[src/hw/rtl/tt8_pkg.sv]
// ----------------------------------------------------------------------------
// tt8_pkg
// Shared types for the tag text to UTF-8 transcoder.
// ----------------------------------------------------------------------------
package tt8_pkg;

  localparam int unsigned MAX_BYTES = 3;

  typedef logic [7:0] byte_t;

  // One decoded item: up to three UTF-8 bytes plus the frame end flag.
  typedef struct packed {
    logic [MAX_BYTES-1:0][7:0] data;
    logic [1:0]                cnt;
    logic                      last;
  } cmd_t;

endpackage

[src/hw/rtl/tt8_ifs.sv]
// ----------------------------------------------------------------------------
// tt8 channel interfaces
// Valid/ready channels for frame bytes, UTF-8 results and the capacity write.
// ----------------------------------------------------------------------------
interface tt8_in_if;
  logic       valid;
  logic       ready;
  logic [7:0] in_byte;
  logic       frame_last;

  modport source(output valid, in_byte, frame_last, input ready);
  modport sink(input valid, in_byte, frame_last, output ready);
endinterface

interface tt8_out_if;
  logic       valid;
  logic       ready;
  logic [7:0] out_byte;
  logic       byte_valid;
  logic       text_end;

  modport source(output valid, out_byte, byte_valid, text_end, input ready);
  modport sink(input valid, out_byte, byte_valid, text_end, output ready);
endinterface

interface tt8_cfg_if;
  logic       valid;
  logic       ready;
  logic [7:0] output_capacity;

  modport source(output valid, output_capacity, input ready);
  modport sink(input valid, output_capacity, output ready);
endinterface

[src/hw/rtl/tt8_front.sv]
// ----------------------------------------------------------------------------
// tt8_front
// Accepts frame bytes, tracks encoding and byte-order state, and turns each
// item into a command of up to three UTF-8 bytes under the capacity limit.
// ----------------------------------------------------------------------------
module tt8_front (
  input  logic             clk,
  input  logic             rst_n,
  tt8_in_if.sink           in_chan,
  tt8_cfg_if.sink          cfg_chan,
  input  logic             q_full,
  output logic             q_push,
  output tt8_pkg::cmd_t    q_cmd
);

  typedef enum logic [1:0] {
    PH_ENC  = 2'd0,
    PH_BOM  = 2'd1,
    PH_BODY = 2'd2
  } phase_t;

  typedef enum logic [1:0] {
    KIND_LATIN1 = 2'd0,
    KIND_UTF16  = 2'd1,
    KIND_RAW    = 2'd2
  } kind_t;

  localparam logic [7:0] CODE_LATIN1   = 8'h00;
  localparam logic [7:0] CODE_UTF16    = 8'h01;
  localparam logic [7:0] CODE_UTF16_BE = 8'h02;
  localparam logic [7:0] BOM_FF        = 8'hff;
  localparam logic [7:0] BOM_FE        = 8'hfe;
  localparam logic [7:0] CAP_RESET     = 8'd160;

  phase_t             phase_r, phase_nxt;
  kind_t              kind_r, kind_nxt;
  logic               le_r, le_nxt;
  tt8_pkg::byte_t     held_r, held_nxt;
  logic               held_vld_r, held_vld_nxt;
  logic               stop_r, stop_nxt;
  logic [7:0]         wcount_r, wcount_nxt;
  logic [7:0]         cap_r;

  logic               accept;
  tt8_pkg::byte_t     b;
  logic [15:0]        unit;
  logic [15:0]        cp;
  logic               emit;
  logic               skip;
  logic [1:0]         cp_cnt;
  logic [9:0]         cp_end;
  tt8_pkg::cmd_t      cmd;

  assign accept           = in_chan.valid && in_chan.ready;
  assign in_chan.ready    = !q_full;
  assign cfg_chan.ready   = 1'b1;
  assign b                = in_chan.in_byte;
  assign unit             = le_r ? {b, held_r} : {held_r, b};

  always_comb begin
    if (cp < 16'h0080) begin
      cp_cnt = 2'd1;
    end else if (cp < 16'h0800) begin
      cp_cnt = 2'd2;
    end else begin
      cp_cnt = 2'd3;
    end
    cp_end = {2'b00, wcount_r} + {8'd0, cp_cnt};
  end

  always_comb begin
    phase_nxt    = phase_r;
    kind_nxt     = kind_r;
    le_nxt       = le_r;
    held_nxt     = held_r;
    held_vld_nxt = held_vld_r;
    stop_nxt     = stop_r;
    wcount_nxt   = wcount_r;
    cp           = {8'd0, b};
    emit         = 1'b0;
    skip         = 1'b0;

    unique case (phase_r)
      PH_ENC: begin
        le_nxt       = 1'b0;
        held_nxt     = '0;
        held_vld_nxt = 1'b0;
        stop_nxt     = 1'b0;
        wcount_nxt   = '0;
        if (b == CODE_UTF16 || b == CODE_UTF16_BE) begin
          kind_nxt  = KIND_UTF16;
          phase_nxt = PH_BOM;
        end else begin
          kind_nxt  = (b == CODE_LATIN1) ? KIND_LATIN1 : KIND_RAW;
          phase_nxt = PH_BODY;
        end
      end
      PH_BOM, PH_BODY: begin
        if (!stop_r) begin
          if (kind_r == KIND_UTF16) begin
            if (!held_vld_r) begin
              held_nxt     = b;
              held_vld_nxt = 1'b1;
            end else begin
              held_vld_nxt = 1'b0;
              if (phase_r == PH_BOM) begin
                phase_nxt = PH_BODY;
                if (held_r == BOM_FF && b == BOM_FE) begin
                  le_nxt = 1'b1;
                  skip   = 1'b1;
                end else if (held_r == BOM_FE && b == BOM_FF) begin
                  skip = 1'b1;
                end
              end
              cp = unit;
              if (!skip) begin
                if (unit == 16'd0) begin
                  stop_nxt = 1'b1;
                end else begin
                  emit = 1'b1;
                end
              end
            end
          end else begin
            if (b == 8'd0) begin
              stop_nxt = 1'b1;
            end else if ({2'b00, wcount_r} + 10'd1 < {2'b00, cap_r}) begin
              emit = 1'b1;
              if (kind_r != KIND_LATIN1) begin
                cp = {8'd0, b} & 16'h007f;
              end
            end
          end
        end
      end
      default: begin
        phase_nxt = PH_ENC;
      end
    endcase

    if (emit && cp_end >= {2'b00, cap_r}) begin
      emit = 1'b0;
    end
    if (emit) begin
      wcount_nxt = cp_end[7:0];
    end

    if (in_chan.frame_last) begin
      phase_nxt    = PH_ENC;
      kind_nxt     = KIND_LATIN1;
      le_nxt       = 1'b0;
      held_nxt     = '0;
      held_vld_nxt = 1'b0;
      stop_nxt     = 1'b0;
      wcount_nxt   = '0;
    end
  end

  always_comb begin
    cmd      = '0;
    cmd.last = in_chan.frame_last;
    if (emit) begin
      cmd.cnt = cp_cnt;
      unique case (cp_cnt)
        2'd1: begin
          cmd.data[0] = cp[7:0];
        end
        2'd2: begin
          cmd.data[0] = 8'hc0 | cp[13:6];
          cmd.data[1] = 8'h80 | {2'b00, cp[5:0]};
        end
        default: begin
          cmd.data[0] = 8'he0 | {4'd0, cp[15:12]};
          cmd.data[1] = 8'h80 | {2'b00, cp[11:6]};
          cmd.data[2] = 8'h80 | {2'b00, cp[5:0]};
        end
      endcase
    end
    if (kind_r != KIND_LATIN1 && kind_r != KIND_UTF16 && emit) begin
      cmd.data[0] = b;
    end
  end

  assign q_cmd  = cmd;
  assign q_push = accept && (emit || in_chan.frame_last);

  always_ff @(posedge clk) begin
    if (!rst_n) begin
      phase_r    <= PH_ENC;
      kind_r     <= KIND_LATIN1;
      le_r       <= 1'b0;
      held_r     <= '0;
      held_vld_r <= 1'b0;
      stop_r     <= 1'b0;
      wcount_r   <= '0;
      cap_r      <= CAP_RESET;
    end else begin
      if (accept) begin
        phase_r    <= phase_nxt;
        kind_r     <= kind_nxt;
        le_r       <= le_nxt;
        held_r     <= held_nxt;
        held_vld_r <= held_vld_nxt;
        stop_r     <= stop_nxt;
        wcount_r   <= wcount_nxt;
      end
      if (cfg_chan.valid && cfg_chan.ready) begin
        cap_r <= cfg_chan.output_capacity;
      end
    end
  end

endmodule

[src/hw/rtl/tt8_queue.sv]
// ----------------------------------------------------------------------------
// tt8_queue
// Small command queue between the decode front and the byte emitter.
// ----------------------------------------------------------------------------
module tt8_queue #(
  parameter int unsigned DEPTH = 2
) (
  input  logic          clk,
  input  logic          rst_n,
  input  logic          push,
  input  tt8_pkg::cmd_t push_cmd,
  output logic          full,
  input  logic          pop,
  output logic          head_vld,
  output tt8_pkg::cmd_t head_cmd
);

  localparam int unsigned PW = $clog2(DEPTH);
  localparam int unsigned CW = $clog2(DEPTH + 1);

  tt8_pkg::cmd_t  mem_r [DEPTH];
  logic [PW-1:0]  wr_ptr_r, wr_ptr_nxt;
  logic [PW-1:0]  rd_ptr_r, rd_ptr_nxt;
  logic [CW-1:0]  count_r, count_nxt;

  assign full     = (count_r == CW'(DEPTH));
  assign head_vld = (count_r != '0);
  assign head_cmd = mem_r[rd_ptr_r];

  always_comb begin
    wr_ptr_nxt = wr_ptr_r;
    rd_ptr_nxt = rd_ptr_r;
    count_nxt  = count_r;
    if (push) begin
      wr_ptr_nxt = (wr_ptr_r == PW'(DEPTH - 1)) ? '0 : wr_ptr_r + PW'(1);
    end
    if (pop) begin
      rd_ptr_nxt = (rd_ptr_r == PW'(DEPTH - 1)) ? '0 : rd_ptr_r + PW'(1);
    end
    if (push && !pop) begin
      count_nxt = count_r + CW'(1);
    end else if (pop && !push) begin
      count_nxt = count_r - CW'(1);
    end
  end

  always_ff @(posedge clk) begin
    if (!rst_n) begin
      wr_ptr_r <= '0;
      rd_ptr_r <= '0;
      count_r  <= '0;
    end else begin
      wr_ptr_r <= wr_ptr_nxt;
      rd_ptr_r <= rd_ptr_nxt;
      count_r  <= count_nxt;
    end
  end

  always_ff @(posedge clk) begin
    if (push) begin
      mem_r[wr_ptr_r] <= push_cmd;
    end
  end

  a_count_bound: assert property (@(posedge clk) disable iff (!rst_n)
    count_r <= CW'(DEPTH))
    else $error("queue count exceeds depth");

  a_pop_nonempty: assert property (@(posedge clk) disable iff (!rst_n)
    pop |-> count_r != '0)
    else $error("pop from empty queue");

  a_push_grows: assert property (@(posedge clk) disable iff (!rst_n)
    push && !pop |=> count_r == $past(count_r) + CW'(1))
    else $error("push without pop did not grow queue");

endmodule

[src/hw/rtl/tt8_back.sv]
// ----------------------------------------------------------------------------
// tt8_back
// Takes commands from the queue and emits their bytes one per cycle while
// the output is ready, with the frame end flag on each frame's final result.
// ----------------------------------------------------------------------------
module tt8_back (
  input  logic          clk,
  input  logic          rst_n,
  input  logic          q_vld,
  input  tt8_pkg::cmd_t q_cmd,
  output logic          q_pop,
  tt8_out_if.source     out_chan
);

  tt8_pkg::cmd_t cur_r, cur_nxt;
  logic          cur_vld_r, cur_vld_nxt;
  logic [1:0]    idx_r, idx_nxt;

  logic          done;
  logic          fire;
  logic          load;

  assign done = (cur_r.cnt == 2'd0) || (idx_r == cur_r.cnt - 2'd1);
  assign fire = cur_vld_r && out_chan.ready;
  assign load = !cur_vld_r || (fire && done);
  assign q_pop = load && q_vld;

  always_comb begin
    cur_nxt     = cur_r;
    cur_vld_nxt = cur_vld_r;
    idx_nxt     = idx_r;
    if (load) begin
      cur_vld_nxt = q_vld;
      cur_nxt     = q_cmd;
      idx_nxt     = '0;
    end else if (fire) begin
      idx_nxt = idx_r + 2'd1;
    end
  end

  always_ff @(posedge clk) begin
    if (!rst_n) begin
      cur_vld_r <= 1'b0;
      idx_r     <= '0;
    end else begin
      cur_vld_r <= cur_vld_nxt;
      idx_r     <= idx_nxt;
    end
  end

  always_ff @(posedge clk) begin
    cur_r <= cur_nxt;
  end

  always_comb begin
    case (idx_r)
      2'd0:    out_chan.out_byte = cur_r.data[0];
      2'd1:    out_chan.out_byte = cur_r.data[1];
      2'd2:    out_chan.out_byte = cur_r.data[2];
      default: out_chan.out_byte = '0;
    endcase
  end

  assign out_chan.valid      = cur_vld_r;
  assign out_chan.byte_valid = (cur_r.cnt != 2'd0);
  assign out_chan.text_end   = cur_r.last && done;

  a_bare_is_last: assert property (@(posedge clk) disable iff (!rst_n)
    cur_vld_r && cur_r.cnt == 2'd0 |-> cur_r.last)
    else $error("empty command without frame end");

  a_idx_in_range: assert property (@(posedge clk) disable iff (!rst_n)
    cur_vld_r && cur_r.cnt != 2'd0 |-> idx_r < cur_r.cnt)
    else $error("byte index beyond command length");

  a_end_restarts: assert property (@(posedge clk) disable iff (!rst_n)
    fire && out_chan.text_end |=> idx_r == 2'd0)
    else $error("byte index not cleared after frame end");

endmodule

[src/hw/rtl/tag_text_to_utf8_transcoder.sv]
// ----------------------------------------------------------------------------
// tag_text_to_utf8_transcoder
// Converts tag text frames (Latin-1, UTF-16 with optional byte-order mark,
// or raw bytes) to a UTF-8 byte stream limited by an output capacity.
// ----------------------------------------------------------------------------
// The front decoder accepts one frame byte per cycle whenever the command
// queue has room; each byte yields 0 to 3 UTF-8 results, and the output
// channel delivers one result per cycle while its ready is high. In UTF-16
// each character takes two items. The first result of an item is held in
// the queue memory, then in the emitter's current-command register, before
// it can be taken.
// A frame's final byte that yields no data produces one bare end marker.
// The capacity register may be written at any time the block is idle.
// ----------------------------------------------------------------------------
module tag_text_to_utf8_transcoder #(
  parameter int unsigned QUEUE_DEPTH = 2
) (
  input  logic       clk,
  input  logic       rst_n,
  tt8_in_if.sink     in_chan,
  tt8_out_if.source  out_chan,
  tt8_cfg_if.sink    cfg_chan
);

  logic          q_push;
  logic          q_full;
  logic          q_pop;
  logic          q_vld;
  tt8_pkg::cmd_t push_cmd;
  tt8_pkg::cmd_t head_cmd;

  tt8_front u_front (
    .clk      (clk),
    .rst_n    (rst_n),
    .in_chan  (in_chan),
    .cfg_chan (cfg_chan),
    .q_full   (q_full),
    .q_push   (q_push),
    .q_cmd    (push_cmd)
  );

  tt8_queue #(
    .DEPTH (QUEUE_DEPTH)
  ) u_queue (
    .clk      (clk),
    .rst_n    (rst_n),
    .push     (q_push),
    .push_cmd (push_cmd),
    .full     (q_full),
    .pop      (q_pop),
    .head_vld (q_vld),
    .head_cmd (head_cmd)
  );

  tt8_back u_back (
    .clk      (clk),
    .rst_n    (rst_n),
    .q_vld    (q_vld),
    .q_cmd    (head_cmd),
    .q_pop    (q_pop),
    .out_chan (out_chan)
  );

endmodule
[src/flat_wrapper.sv]
// flat-port wrapper written by rule: the top's interface ports become plain ports
module tag_text_to_utf8_transcoder_flat 
#(
  parameter int unsigned QUEUE_DEPTH = 2
)
  (clk, rst_n, in_chan_valid, in_chan_in_byte, in_chan_frame_last, in_chan_ready, out_chan_valid, out_chan_out_byte, out_chan_byte_valid, out_chan_text_end, out_chan_ready, cfg_chan_valid, cfg_chan_output_capacity, cfg_chan_ready);
  tt8_in_if in_chan_i ();
  tt8_out_if out_chan_i ();
  tt8_cfg_if cfg_chan_i ();
  input  logic clk;
  input  logic rst_n;
  input wire logic [$bits(in_chan_i.valid)-1:0] in_chan_valid;
  input wire logic [$bits(in_chan_i.in_byte)-1:0] in_chan_in_byte;
  input wire logic [$bits(in_chan_i.frame_last)-1:0] in_chan_frame_last;
  output wire logic [$bits(in_chan_i.ready)-1:0] in_chan_ready;
  output wire logic [$bits(out_chan_i.valid)-1:0] out_chan_valid;
  output wire logic [$bits(out_chan_i.out_byte)-1:0] out_chan_out_byte;
  output wire logic [$bits(out_chan_i.byte_valid)-1:0] out_chan_byte_valid;
  output wire logic [$bits(out_chan_i.text_end)-1:0] out_chan_text_end;
  input wire logic [$bits(out_chan_i.ready)-1:0] out_chan_ready;
  input wire logic [$bits(cfg_chan_i.valid)-1:0] cfg_chan_valid;
  input wire logic [$bits(cfg_chan_i.output_capacity)-1:0] cfg_chan_output_capacity;
  output wire logic [$bits(cfg_chan_i.ready)-1:0] cfg_chan_ready;
  assign in_chan_i.valid = in_chan_valid;
  assign in_chan_i.in_byte = in_chan_in_byte;
  assign in_chan_i.frame_last = in_chan_frame_last;
  assign in_chan_ready = in_chan_i.ready;
  assign out_chan_valid = out_chan_i.valid;
  assign out_chan_out_byte = out_chan_i.out_byte;
  assign out_chan_byte_valid = out_chan_i.byte_valid;
  assign out_chan_text_end = out_chan_i.text_end;
  assign out_chan_i.ready = out_chan_ready;
  assign cfg_chan_i.valid = cfg_chan_valid;
  assign cfg_chan_i.output_capacity = cfg_chan_output_capacity;
  assign cfg_chan_ready = cfg_chan_i.ready;
  tag_text_to_utf8_transcoder #(.QUEUE_DEPTH(QUEUE_DEPTH)) u_core (.clk(clk), .rst_n(rst_n), .in_chan(in_chan_i), .out_chan(out_chan_i), .cfg_chan(cfg_chan_i));
endmodule
[config.mk]
export PLATFORM = sky130hd
export DESIGN_NAME = tag_text_to_utf8_transcoder_flat
export DESIGN_NICKNAME = d
export VERILOG_FILES = /design/src/hw/rtl/tt8_pkg.sv /design/src/hw/rtl/tt8_ifs.sv /design/src/hw/rtl/tt8_front.sv /design/src/hw/rtl/tt8_queue.sv /design/src/hw/rtl/tt8_back.sv /design/src/hw/rtl/tag_text_to_utf8_transcoder.sv /design/src/flat_wrapper.sv
export SDC_FILE = /design/constraint.sdc
export NUM_CORES = 1
export LEC_CHECK = 0
export ABC_AREA = 1
export BUFFER_PORTS_ARGS = -buffer_cell sky130_fd_sc_hd__buf_2
export CAP_MARGIN = 5
export CORE_MARGIN = 1
export CORE_UTILIZATION = 30
export DETAILED_ROUTE_END_ITERATION = 6
export PLACE_DENSITY = 0.5
export SYNTH_ARGS = -nofsm -noshare
export SYNTH_HDL_FRONTEND = slang
export SYNTH_SLANG_ARGS = --single-unit
[constraint.sdc]
create_clock -name clk -period 16.7 [get_ports clk]
set_input_delay 3.34 -clock clk [delete_from_list [all_inputs] [get_ports clk]]
set_output_delay 3.34 -clock clk [all_outputs]
set_load 0.1 [all_outputs]
==> flow_summary.yaml <==
power:
  combinationalPowerShare: 0.366
  p_total_mw: 0.983
  power.density_nw_per_um2: 145
  switching_share: 0.429
  p_int_mw: 0.562
  max-vdd-ir-drop_mv: 0.0659
  power.share.sequential: 0.410
  power_leakage_nw: 2.95
  switching_power_mw: 0.422
  clkPwrFrac: 0.224
place:
  place_congestion: 0.823
  numPortBuffers: 33
  hpwl_um: 10200
sta:
  tns_ns: 0
  fin_worst_skew_ns: 0.00770
  rsz0062_at_grt: "no"
  slew_headroom: 0.356
  fin_crit_sh: 0.441
  hold-worst-slack_ns: 0.487
  drv_slew: 0
  hold_violations: 0
  tightest_slew_ns: 0.965
  period_needed_ns: 7.37
  setup_viol: 0
  fmax_mhz: 136
setup_path:
  critPathRequiredTime_ns: 16.69
  crit_arrival_ns: 7.35
  r2r_setup_slack_ns: 11.11
  critical_path_class: "in -> reg"
  startpoint: "in_chan_in_byte[5]"
  r2r_end: "u_core.u_queue.mem_r[1][5]"
  reg2regPathDepth: 29
  reg2reg_from: "u_core.u_front.wcount_r[2]"
  crit_fanout: 24
  critPathLaunchType: "primary input"
  endpoint_kind: "flip-flop"
clocking:
  path_clk_slew_ns: 0.08
  cts_inserted_buffers: 9
  insertion_delay_ns: 0.36
  hold_buffers: 0
  cts_resized: 0
  clockBufferDepth: 2
  cts.htree.levels: 3
  clockRootBuffer: "clkbuf_16"
  cts_tree: "done"
  cts.sinks: 110
  cts_setup_buffers: 0
cells_and_area:
  antenna_cells: 0
  final_core_util: 0.344
  drive_gt1_frac: 0.109
  fillers: 2132
  nets: 823
  area_growth_pct: 11.4
synth:
  synthFlopType: "edfxtp_1"
  synth_top_area_share: 0.356
  synth_warnings: 0
  avgSynthCellArea_um2: 8.10
  synth_commonest_cells: "247 x nand2_1, 81 x inv_1, 72 x edfxtp_1"
  ys_ff_latch: 110
  synth_area_leaders: "edfxtp_1 36%, nand2_1 15%, dfxtp_1 13%, ha_1 5.6%, inv_1 5.0%"
  synth_seq_area_share: 0.481
  synth_largest_area_cell: "edfxtp_1"
  syn_inst: 750
  synth_edf_count: 72
  yosysMostFrequentCell: "nand2_1"
  syn_area_um2: 6070
  postSynth.asyncResetShare: 0
  synthDistinctLibCells: 45
  synth_nets: 800
min_path:
  whs_path_depth: 2
  min_path_type: "reg -> reg"
  holdCritStartpoint: "u_core.u_front.kind_r[0]"
  worstHoldEndpoint: "u_core.u_front.kind_r[0]"
die:
  die_x_um: 144
  initial_core_util: 0.309
  die_y_um: 144
  fp.coreArea_um2: 19700
  placementRows: 51
  io_pins: 35
  die-area_um2: 20800
drt:
  detail_route.wl_per_cell_um: 12.9
  ant_nets: 0
  drt_iter0_drc: 305
  drc_errors: 0
  vias: 4586
  via_per_inst: 4.40
  drt_pass1_iterations: 4
  routed_wl_um: 13500
grt:
  grt_pass1_wl_um: 22500
  grt-ovfl-total: 0
  grt_max_degree: 27
  antenna_found_initial: 0
  grt_use_total: 0.142
  grt_pass1_vias: 4344
job:
  maxCapViolCount: 0
outcome:
  status: "completed"
-- registers in the layout (all words and copies together) (netlist names), 2 cells and up --
| signal | flops |
|---|---|
| u_core.u_front.cap_r | 8 |
| u_core.u_front.phase_r | 2 |
| u_core.u_back.cur_r | 24 |
| u_core.u_queue.mem_r | 48 |
| u_core.u_front.held_r | 8 |
| u_core.u_queue.count_r | 2 |
| u_core.u_front.kind_r | 2 |
| u_core.u_front.wcount_r | 8 |
| u_core.u_back.idx_r | 2 |
-- cells in the final DEF (no fill, tap or decap), drive strengths merged --
cell,instances
inv,96
a31oi,2
ha,27
o31ai,1
nor4,1
nand2,253
fa,1
a21boi,3
nand3,37
o22ai,1
or2,2
xor2,10
o21bai,2
conb,1
edfxtp,72
nor2,75
nand4,9
xnor2,5
nand3b,2
clkbuf,9
a22oi,1
clkinv,4
o21a,1
o2111ai,1
buf,34
o21ai,31
nor3,6
dfxtp,38
a21oi,53
-- critical path, stage by stage --
cell and delay, ns:
buf_2 0.13, nand2_1 0.07, o21ai_0 0.11, inv_1 0.11, nor2_2 0.06, nor2_4 0.10
nand2_2 0.08, nor2_2 0.15, nand3_4 0.14, nand2_4 0.10, ha_1 0.16, inv_1 0.05
fa_1 0.39, inv_1 0.09, nand2_1 0.08, xor2_1 0.20, inv_1 0.07, ha_1 0.29
a21oi_1 0.15, nand2_1 0.06, nand2_1 0.05, nand2_1 0.06, nand2_1 0.13, nand3_4 0.22
nand2_2 0.14, nand3_1 0.09, inv_1 0.71
-- how the worst max path moves through the flow --
stage	endpoint	depth (start not counted)
floorplan	u_core.u_queue.mem_r[0][0]	27
global placement	u_core.u_queue.mem_r[1][24]	27
detailed placement	u_core.u_queue.mem_r[1][24]	27
CTS	u_core.u_queue.mem_r[1][26]	27
global route	u_core.u_queue.mem_r[1][9]	27
finish	u_core.u_queue.mem_r[1][5]	27
-- kinds of logic (layout without fill, tap and decap cells) --
group / after synthesis / after routing / share of synthesized area
AOI/OAI and AO/OA: 96 / 96 / 0.0867
DFF: 110 / 110 / 0.481
and+or+nand+nor: 385 / 385 / 0.273
xor gates and xnor gates: 15 / 15 / 0.0216
other: 1 / 1 / 0.000617
buffers and inverters: 115 / 143 / 0.0781
adders and majority gates: 28 / 28 / 0.0589
-- through the flow --
| step | setup WS (ns) | cell area, um2 | instances |
|---|---|---|---|
| final | 9.33 | 6770 | 1043 |
| after floorplan | 9.13 | 6070 | 750 |
| after detailed placement | 8.91 | 6460 | 1027 |
| after global placement | 9.02 | 6460 | 1027 |
| after global routing | 8.86 | 6770 | 1043 |
| after CTS | 9.30 | 6770 | 1043 |
-- power by group through the flow --
stage	clock [mW]	combinational, mW	sequential, mW
3_3_place_gp	0	0.365	0.410
2_1_floorplan	0	0.296	0.401
5_1_grt	0.238	0.403	0.410
6_report	0.221	0.360	0.403
3_5_place_dp	0	0.365	0.411
4_1_cts	0.230	0.365	0.404
-- routing by layer --
| metal | track usage | share of wire | vias to the layer above |
|---|---|---|---|
| met4 | 0.0521 | 0.011 | 0 |
| met5 | 0 | 0 | - |
| met1 | 0.192 | 0.51 | 2062 |
| met3 | 0.0242 | 0.021 | 9 |
| li1 | - | - | 2463 |
| met2 | 0.227 | 0.46 | 52 |
-- area by class of cell --
cell class	instances	area [um2]	share of cell area
multi-input cells	525	2680	0.396
repair buffers	34	173	0.0255
inverters	93	354	0.0523
clock inverters	7	78.8	0.0117
clock buffers	9	225	0.0333
well taps	265	332	0.0490
flip-flops and latches	110	2920	0.432
(Power assumes the default switching activity.)
